### src/hdl/text_word_extractor_core_assert.svh
// assertion macros for the word extractor
// each macro expects clk and rst_n in the scope where it is used
`ifndef TEXT_WORD_EXTRACTOR_CORE_ASSERT_SVH
`define TEXT_WORD_EXTRACTOR_CORE_ASSERT_SVH

`ifndef SYNTH

// same-cycle implication
`define TWE_ASSERT_NOW(label, ante, cons, msg) \
  label: assert property (@(posedge clk) disable iff (!rst_n) (ante) |-> (cons)) \
    else $error(msg);

// next-cycle implication
`define TWE_ASSERT_NEXT(label, ante, cons, msg) \
  label: assert property (@(posedge clk) disable iff (!rst_n) (ante) |=> (cons)) \
    else $error(msg);

`else

`define TWE_ASSERT_NOW(label, ante, cons, msg)

`define TWE_ASSERT_NEXT(label, ante, cons, msg)

`endif

`endif

### src/hdl/twe_pkg.sv
`timescale 1ns / 1ps

package twe_pkg;

  localparam int CHAR_W       = 21;
  localparam int WORD_MAX_DEF = 63;

  localparam logic [CHAR_W-1:0] CH_NEWLINE = CHAR_W'(10);
  localparam logic [CHAR_W-1:0] CH_BS      = CHAR_W'(8);
  localparam logic [CHAR_W-1:0] CH_AMP     = CHAR_W'(38);
  localparam logic [CHAR_W-1:0] CH_QUOTE   = CHAR_W'(39);
  localparam logic [CHAR_W-1:0] CH_COMMA   = CHAR_W'(44);
  localparam logic [CHAR_W-1:0] CH_DOT     = CHAR_W'(46);
  localparam logic [CHAR_W-1:0] CH_COLON   = CHAR_W'(58);
  localparam logic [CHAR_W-1:0] CH_SEMI    = CHAR_W'(59);
  localparam logic [CHAR_W-1:0] CH_QMARK   = CHAR_W'(63);
  localparam logic [CHAR_W-1:0] CH_UNDER   = CHAR_W'(95);
  localparam logic [CHAR_W-1:0] CH_EXT_LO  = CHAR_W'(128);
  localparam logic [CHAR_W-1:0] CH_EN_DASH = CHAR_W'(32'h2013);
  localparam logic [CHAR_W-1:0] CH_EM_DASH = CHAR_W'(32'h2014);
  localparam logic [CHAR_W-1:0] CH_LC_A    = CHAR_W'(97);
  localparam logic [CHAR_W-1:0] CH_LC_Z    = CHAR_W'(122);
  localparam logic [CHAR_W-1:0] CH_UC_A    = CHAR_W'(65);
  localparam logic [CHAR_W-1:0] CH_UC_Z    = CHAR_W'(90);
  localparam logic [CHAR_W-1:0] CH_D0      = CHAR_W'(48);
  localparam logic [CHAR_W-1:0] CH_D9      = CHAR_W'(57);

  typedef enum logic [2:0] {
    CL_SPECIAL = 3'd0,
    CL_APOS    = 3'd1,
    CL_PUNCT   = 3'd2,
    CL_DIGIT   = 3'd3,
    CL_LETTER  = 3'd4,
    CL_EXT     = 3'd5
  } rune_class_t;

  // controller to datapath
  typedef struct packed {
    logic accept;     // take the rune on in_char
    logic emit_step;  // issue the next result of the word
  } twe_cmd_t;

  // datapath to controller
  typedef struct packed {
    logic emit_req;   // presented rune closes a word worth emitting
    logic at_end;     // all kept runes issued, newline is next
    logic slot_free;  // output register can take a result this cycle
  } twe_stat_t;

  function automatic rune_class_t rune_class(input logic [CHAR_W-1:0] r);
    rune_class_t c;
    c = CL_SPECIAL;
    if (r >= CH_EXT_LO) begin
      c = (r == CH_EN_DASH || r == CH_EM_DASH) ? CL_SPECIAL : CL_EXT;
    end else if ((r >= CH_LC_A && r <= CH_LC_Z) || (r >= CH_UC_A && r <= CH_UC_Z)) begin
      c = CL_LETTER;
    end else if (r >= CH_D0 && r <= CH_D9) begin
      c = CL_DIGIT;
    end else if (r == CH_QUOTE || r == CH_AMP || r == CH_BS) begin
      c = CL_APOS;
    end else if (r == CH_DOT || r == CH_COMMA || r == CH_SEMI || r == CH_QMARK ||
                 r == CH_COLON) begin
      c = CL_PUNCT;
    end
    return c;
  endfunction

  // runes left off the end of an emitted word
  function automatic logic trimmable(input logic [CHAR_W-1:0] r, input rune_class_t c);
    return (r == CH_QUOTE) || (r == CH_AMP) || (c == CL_PUNCT);
  endfunction

endpackage

### src/hdl/twe_datapath.sv
`timescale 1ns / 1ps

`include "text_word_extractor_core_assert.svh"

module twe_datapath import twe_pkg::*; #(
  parameter int WORD_MAX = WORD_MAX_DEF
) (
  input  logic              clk,
  input  logic              rst_n,
  input  logic [CHAR_W-1:0] in_char,
  input  logic              cfg_we,
  input  logic              cfg_wdata,
  input  twe_cmd_t          cmd,
  output twe_stat_t         stat,
  input  logic              out_ready,
  output logic              out_valid,
  output logic [CHAR_W-1:0] out_char,
  output logic              out_word_done,
  output logic              out_truncated
);

  localparam int LEN_W = $clog2(WORD_MAX + 1);
  localparam int IDX_W = $clog2(WORD_MAX);
  localparam logic [LEN_W-1:0] LEN_MAX = LEN_W'(WORD_MAX);

  logic              mode_r;
  logic              in_word_r, in_word_nxt;
  logic [LEN_W-1:0]  stored_len_r, stored_len_nxt;
  logic [LEN_W-1:0]  kept_len_r, kept_len_nxt;
  logic [1:0]        letters_r, letters_nxt;
  logic              ovf_r, ovf_nxt;
  logic [LEN_W-1:0]  idx_r, idx_nxt;
  logic              out_valid_r, out_valid_nxt;
  logic              out_nl_r;
  logic              out_trunc_r;
  logic [CHAR_W-1:0] rd_q_r;

  logic [CHAR_W-1:0] word_mem [WORD_MAX];

  rune_class_t       cls;
  logic              us;
  logic              cont;
  logic              letter_like;
  logic              starts;
  logic              word_ok;
  logic              wr_en;
  logic [IDX_W-1:0]  wr_addr;

  // rune classification
  always_comb begin
    cls         = rune_class(in_char);
    us          = mode_r && (in_char == CH_UNDER);
    cont        = (cls != CL_SPECIAL) || us;
    letter_like = (cls == CL_LETTER) || us;
    starts      = (cls == CL_DIGIT) || (cls == CL_LETTER) || (cls == CL_EXT);
    word_ok     = letters_r[1];
  end

  always_comb begin
    stat.emit_req  = in_word_r && !cont && word_ok;
    stat.at_end    = (idx_r == kept_len_r);
    stat.slot_free = !out_valid_r || out_ready;
  end

  // word buffer write
  always_comb begin
    wr_en   = cmd.accept && (in_word_r ? (cont && stored_len_r < LEN_MAX) : starts);
    wr_addr = in_word_r ? stored_len_r[IDX_W-1:0] : '0;
  end

  // word state update
  always_comb begin
    in_word_nxt    = in_word_r;
    stored_len_nxt = stored_len_r;
    kept_len_nxt   = kept_len_r;
    letters_nxt    = letters_r;
    ovf_nxt        = ovf_r;
    idx_nxt        = idx_r;
    if (cmd.accept) begin
      if (in_word_r) begin
        if (cont) begin
          if (stored_len_r < LEN_MAX) begin
            stored_len_nxt = stored_len_r + 1'b1;
            if (!trimmable(in_char, cls)) begin
              kept_len_nxt = stored_len_r + 1'b1;
            end
          end else begin
            ovf_nxt = 1'b1;
          end
          if (letter_like && !letters_r[1]) begin
            letters_nxt = letters_r + 1'b1;
          end
        end else if (word_ok) begin
          // hold the word, emission starts from the first rune
          idx_nxt = '0;
        end else begin
          in_word_nxt    = 1'b0;
          stored_len_nxt = '0;
          kept_len_nxt   = '0;
          letters_nxt    = '0;
          ovf_nxt        = 1'b0;
        end
      end else if (starts) begin
        in_word_nxt    = 1'b1;
        stored_len_nxt = LEN_W'(1);
        kept_len_nxt   = LEN_W'(1);
        letters_nxt    = (cls == CL_LETTER) ? 2'd1 : 2'd0;
        ovf_nxt        = 1'b0;
      end
    end
    if (cmd.emit_step) begin
      if (stat.at_end) begin
        // newline issued, word is finished
        in_word_nxt    = 1'b0;
        stored_len_nxt = '0;
        kept_len_nxt   = '0;
        letters_nxt    = '0;
        ovf_nxt        = 1'b0;
      end else begin
        idx_nxt = idx_r + 1'b1;
      end
    end
  end

  // output register valid
  always_comb begin
    out_valid_nxt = out_valid_r;
    if (cmd.emit_step) begin
      out_valid_nxt = 1'b1;
    end else if (out_ready) begin
      out_valid_nxt = 1'b0;
    end
  end

  always_ff @(posedge clk) begin
    if (!rst_n) begin
      mode_r       <= 1'b0;
      in_word_r    <= 1'b0;
      stored_len_r <= '0;
      kept_len_r   <= '0;
      letters_r    <= '0;
      ovf_r        <= 1'b0;
      idx_r        <= '0;
      out_valid_r  <= 1'b0;
    end else begin
      if (cfg_we) begin
        mode_r <= cfg_wdata;
      end
      in_word_r    <= in_word_nxt;
      stored_len_r <= stored_len_nxt;
      kept_len_r   <= kept_len_nxt;
      letters_r    <= letters_nxt;
      ovf_r        <= ovf_nxt;
      idx_r        <= idx_nxt;
      out_valid_r  <= out_valid_nxt;
    end
  end

  // word buffer, one write and one registered read port
  always_ff @(posedge clk) begin
    if (wr_en) begin
      word_mem[wr_addr] <= in_char;
    end
  end

  always_ff @(posedge clk) begin
    if (cmd.emit_step && !stat.at_end) begin
      rd_q_r <= word_mem[idx_r[IDX_W-1:0]];
    end
  end

  // result payload flags
  always_ff @(posedge clk) begin
    if (cmd.emit_step) begin
      out_nl_r    <= stat.at_end;
      out_trunc_r <= ovf_r;
    end
  end

  assign out_valid     = out_valid_r;
  assign out_char      = out_nl_r ? CH_NEWLINE : rd_q_r;
  assign out_word_done = out_nl_r;
  assign out_truncated = out_trunc_r;

  `TWE_ASSERT_NOW(a_kept_le_stored, 1'b1, kept_len_r <= stored_len_r,
    "kept length beyond stored length")
  `TWE_ASSERT_NOW(a_idx_le_kept, cmd.emit_step, idx_r <= kept_len_r,
    "emission index past kept runes")
  `TWE_ASSERT_NEXT(a_step_loads_out, cmd.emit_step, out_valid_r,
    "issued result not held in output register")

endmodule

### src/hdl/twe_controller.sv
`timescale 1ns / 1ps

`include "text_word_extractor_core_assert.svh"

module twe_controller import twe_pkg::*; (
  input  logic      clk,
  input  logic      rst_n,
  input  logic      in_valid,
  output logic      in_ready,
  input  twe_stat_t stat,
  output twe_cmd_t  cmd
);

  typedef enum logic [1:0] {
    ST_IDLE = 2'b01,
    ST_EMIT = 2'b10
  } state_t;

  state_t state_r, state_nxt;

  // sequencing of rune intake and word emission
  always_comb begin
    state_nxt     = state_r;
    in_ready      = 1'b0;
    cmd.accept    = 1'b0;
    cmd.emit_step = 1'b0;
    case (state_r)
      ST_IDLE: begin
        in_ready   = 1'b1;
        cmd.accept = in_valid;
        if (in_valid && stat.emit_req) begin
          state_nxt = ST_EMIT;
        end
      end
      ST_EMIT: begin
        if (stat.slot_free) begin
          cmd.emit_step = 1'b1;
          if (stat.at_end) begin
            state_nxt = ST_IDLE;
          end
        end
      end
      default: begin
        state_nxt = ST_IDLE;
      end
    endcase
  end

  always_ff @(posedge clk) begin
    if (!rst_n) begin
      state_r <= ST_IDLE;
    end else begin
      state_r <= state_nxt;
    end
  end

  `TWE_ASSERT_NOW(a_no_overlap, 1'b1, !(cmd.accept && cmd.emit_step),
    "intake and emission in the same cycle")
  `TWE_ASSERT_NEXT(a_newline_returns, cmd.emit_step && stat.at_end, state_r == ST_IDLE,
    "controller did not return to intake after newline")

endmodule

### src/hdl/text_word_extractor_core.sv
`timescale 1ns / 1ps

// Word extractor: takes text runes on the in_ channel and returns each word of
// two or more letters on the out_ channel, one rune per item, trailing quotes,
// ampersands and punctuation trimmed, closed by a newline item with
// out_word_done high; out_truncated marks words longer than WORD_MAX runes,
// whose extra runes are dropped. cfg_wdata, written with cfg_we, sets
// underscore mode (underscore continues a word and counts as a letter). A rune
// that closes an emitted word holds off intake while its kept runes and then
// the newline are issued through the single read port of the word buffer,
// which gives one result per cycle unless out_ready stalls the output; intake
// resumes once the newline is issued. The buffer holds WORD_MAX runes and
// needs no clearing after reset.
module text_word_extractor_core import twe_pkg::*; #(
  parameter int WORD_MAX = WORD_MAX_DEF
) (
  input  logic              clk,
  input  logic              rst_n,
  input  logic              in_valid,
  output logic              in_ready,
  input  logic [CHAR_W-1:0] in_char,
  output logic              out_valid,
  input  logic              out_ready,
  output logic [CHAR_W-1:0] out_char,
  output logic              out_word_done,
  output logic              out_truncated,
  input  logic              cfg_we,
  input  logic              cfg_wdata
);

  twe_cmd_t  cmd;
  twe_stat_t stat;

  twe_controller u_ctrl (
    .clk      (clk),
    .rst_n    (rst_n),
    .in_valid (in_valid),
    .in_ready (in_ready),
    .stat     (stat),
    .cmd      (cmd)
  );

  twe_datapath #(
    .WORD_MAX (WORD_MAX)
  ) u_dp (
    .clk           (clk),
    .rst_n         (rst_n),
    .in_char       (in_char),
    .cfg_we        (cfg_we),
    .cfg_wdata     (cfg_wdata),
    .cmd           (cmd),
    .stat          (stat),
    .out_ready     (out_ready),
    .out_valid     (out_valid),
    .out_char      (out_char),
    .out_word_done (out_word_done),
    .out_truncated (out_truncated)
  );

endmodule

### config.mk
export PLATFORM = sky130hd
export DESIGN_NAME = text_word_extractor_core
export DESIGN_NICKNAME = d
export VERILOG_FILES = /design/src/hdl/twe_pkg.sv /design/src/hdl/twe_datapath.sv /design/src/hdl/twe_controller.sv /design/src/hdl/text_word_extractor_core.sv
export VERILOG_INCLUDE_DIRS = /design/src /design/src/hdl
export SDC_FILE = /design/constraint.sdc
export NUM_CORES = 2
export LEC_CHECK = 0
export BUFFER_PORTS_ARGS = -buffer_cell sky130_fd_sc_hd__buf_2
export CORE_ASPECT_RATIO = 0.6
export CORE_MARGIN = 3
export CORE_UTILIZATION = 40
export DETAILED_ROUTE_END_ITERATION = 10
export GPL_TIMING_DRIVEN = 0
export HOLD_SLACK_MARGIN = 0.08
export PLACE_DENSITY = 0.57
export SYNTH_ARGS = -nofsm -noshare
export SYNTH_HDL_FRONTEND = slang
export SYNTH_HIERARCHICAL = 1
export SYNTH_SLANG_ARGS = --single-unit
### constraint.sdc
create_clock -name clk -period 5.1 [get_ports clk]
set_input_delay 0.51 -clock clk [delete_from_list [all_inputs] [get_ports clk]]
set_output_delay 0.51 -clock clk [all_outputs]
set_load 0.01 [all_outputs]
==> impl_metrics.csv <==
group,metric,value,unit
grt,grt_max_degree,71,
sta,max_freq,203,MHz
sta,hold_viol,0,
detailed_routing,drt_wl_total,142000,um
final_layout,drive_gt1_share,30.4,%
sta,finalCritPeriodShare,96.7,%
outcome,status,"finished, violations left",
final_layout,fin_area,0.0608,sq mm
sta,timing.final.ws_setup,0.166,ns
synthesis,syn_inst,2311,
critical_path,cp_slowest_cell,"clkbuf_1",
synthesis,synth.top_cells.by_area,"edfxtp_1, mux4_2, dfxtp_1",
clock_network,cts_max_path_buffers,3,
detailed_routing,vias,26200,
critical_path,critPathRequiredTime,5.54,ns
placed_design,placed_area,0.0569,sq mm
power_and_ir_drop,power_leakage,17.9,nW
sta,min_period,4.93,ns
critical_path,crit_arrival,5.37,ns
sta,drv_slew,11,
final_layout,area_growth,14.4,%
synthesis,yosysTopAreaCell,"edfxtp_1",
detailed_routing,drt_iter0_drc,3495,
critical_path,r2r_cells,6,
die,die_area,0.137,sq mm
clock_network,clkSinkCount,1372,
power_and_ir_drop,p_int,17.3,mW
synthesis,ys_seq_area_share,77.0,%
clock_network,clock_latency,0.74,ns
power_and_ir_drop,total_power,21.7,mW
outcome,violations,"max-capacitance violations, max-slew violations",
sta,tightest_slew,1.54,ns
detailed_routing,ant_nets,0,
clock_network,numCtsBuffers,119,
grt,antenna_found_initial,16,
synthesis,synth_area,0.0532,sq mm
power_and_ir_drop,p_clk_share,41.1,%
synthesis,synth_top_area_share,76.0,%
clock_network,tritoncts,"done",
power_and_ir_drop,p_switching,4.39,mW
critical_path,path_cells,"clkbuf_1, clkbuf_1, clkbuf_1, mux4_2, mux4_2, mux4_2",
final_layout,nets,2578,
critical_path,critical_path_class,"reg2reg",
sta,setup_viol,0,
final_layout,final_util,46.6,%
power_and_ir_drop,p_seq_share,57.1,%
sta,rsz0062_at_grt,"false",
placed_design,place_ws,-0.435,ns
clock_network,cts_htree_levels,3,
synthesis,synthArstFlopShare,0,%
synthesis,synth.distinct_cells,60,
final_layout,instances_no_fill,4419,
power_and_ir_drop,comb_power_share,1.8,%
critical_path,r2r_slack,0.17,ns
placed_design,io_buffer_count,51,
die,die_x,477,um
clock_network,cts_setup_buffers,0,
job,max_cap_viol_count,1,
sta,clock_skew,0.0281,ns
die,core-area,0.130,sq mm
grt,grt_pass1_wl,198000,um
synthesis,yosysMostFrequentCell,"edfxtp_1",
critical_path,cp-start-kind,"register",
worst_hold_path,holdCritPathClass,"in2reg",
power_and_ir_drop,p_sw_share,20.2,%
placed_design,dpl.cell_count,4190,
critical_path,critical-path-max-stage-delay,1.18,ns
die,io_pins,52,
synthesis,synth.net_count,2341,
clock_network,cts.repair.resized,0,
clock_network,root_buffer,"clkbuf_16",
critical_path,end_kind,"register",
clock_network,clk_pin_slew,0.07,ns
die,start_util,40.8,%
die,rows,102,
critical_path,path_max_fanout,10,
clock_network,cts.hold.buffers_added,4,
die,die_y,288,um
synthesis,synth_top_flop_cell,"edfxtp_1",
worst_hold_path,hold_depth,3,
placed_design,gp_congestion,0.871,
detailed_routing,wl_per_cell,32.2,um
grt,grt-ovfl-total,0,
synthesis,avgSynthCellArea,23.0,sq um
power_and_ir_drop,ir_worst_vdd,0.307,mV
power_and_ir_drop,power.density,357,mW/mm^2
synthesis,synth_seq_cells,1372,
detailed_routing,first_pass_iters,5,
grt,grt_pass1_vias,25100,
synthesis,ys.warnings.count,6,
grt,grt.total_usage,20.7,%
placed_design,hpwl,95600,um
synthesis,synth_edf_count,1346,
detailed_routing,vias_per_cell,5.92,
detailed_routing,drc,0,
synthesis,ys_top_cells_by_count,"edfxtp_1, mux4_2, nor2_1",
sta,slew_headroom,-2.37,%
-- critical path, delay by kind of cell (launching register included) --
kind	cells	cell delay, ns
buffers and inverters	3	2.63
multiplexers	3	1.63
flip-flops	1	0.33
-- state kept, by name, indices dropped and copies added, names as in the netlist, 2 cells and up --
register,cells
u_dp/word_mem,1323
u_dp/rd_q_r,21
u_dp/idx_r,6
u_dp/kept_len_r,6
u_dp/stored_len_r,6
u_ctrl/state_r,2
u_dp/letters_r,2
-- cell families after synthesis --
group / synth area share, %
xor gates and xnor gates: 0.165
adders and majority gates: 0.0706
muxes: 18.2
buffers and inverters: 1.05
and+or+nand+nor: 2.48
AOI/OAI and AO/OA: 0.989
DFF: 77.0
-- stage by stage --
step	hold WS [ns]	setup TNS, ns
after detailed placement	0.442	-134.10
final	0.155	0
after global routing	0.128	0
after global placement	0.450	-1233.65
after CTS	0.0849	0
after floorplan	0.402	0
-- power by group through the flow --
stage          clock (mW)  combinational, mW  sequential [mW]
2_1_floorplan           0             0.0895             12.6
3_3_place_gp            0              0.341             12.7
3_5_place_dp            0              0.384             12.6
4_1_cts              9.13              0.385             12.4
5_1_grt              9.56              0.414             12.4
6_report             8.94              0.387             12.4
-- worst paths after layout --
check                                       to                startpoint
hold reg to reg   u_dp/out_truncated$_DFFE_PP_     u_dp/ovf_r$_SDFF_PN0_
hold / removal     u_dp/out_valid$_SDFFE_PN0P_                 out_ready
setup / recovery      u_dp/rd_q_r[2]$_DFFE_PP_  u_dp/idx_r[1]$_SDFF_PN0_
setup reg to reg      u_dp/rd_q_r[2]$_DFFE_PP_  u_dp/idx_r[1]$_SDFF_PN0_
-- cells in the final DEF, fill, tap and decap left out, drive strengths merged, types with 4 or more instances in the layout --
cell,synthesis,routed
a21oi,19,19
a22oi,4,4
and2,4,4
and3,8,8
buf,51,163
bufinv,0,11
clkbuf,73,210
clkinv,0,65
dfxtp,26,26
diode,0,6
dlygate4sd3,0,4
edfxtp,1346,1346
inv,8,11
mux2i,29,29
mux4,417,417
nand2,52,52
nand2b,14,14
nand3,19,19
nand4,4,4
nand4b,4,4
nor2,77,77
nor2b,33,33
nor3,13,13
nor4,8,8
o21ai,42,42
or3,7,7
xnor2,4,4
xor2,6,6
-- routing by layer --
metal / wire, um / vias up / GRT usage (%)
li1: - / 10300 / -
met5: 44 / - / 0
met3: 15200 / 171 / 4.70
met2: 60000 / 1370 / 28.8
met1: 63800 / 14300 / 33.0
met4: 3150 / 6 / 4.78
-- cell type report --
class | count | area, sq um
Tap cell | 1768 | 2210
Multi-Input combinational cell | 807 | 11900
Buffer | 124 | 529
Timing Repair Buffer | 116 | 1380
Fill cell | 10700 | 69600
Clock inverter | 81 | 757
Inverter | 8 | 30.0
Antenna cell | 6 | 15.0
Sequential cell | 1372 | 40900
Clock buffer | 137 | 3070
(Power assumes the default switching activity.)
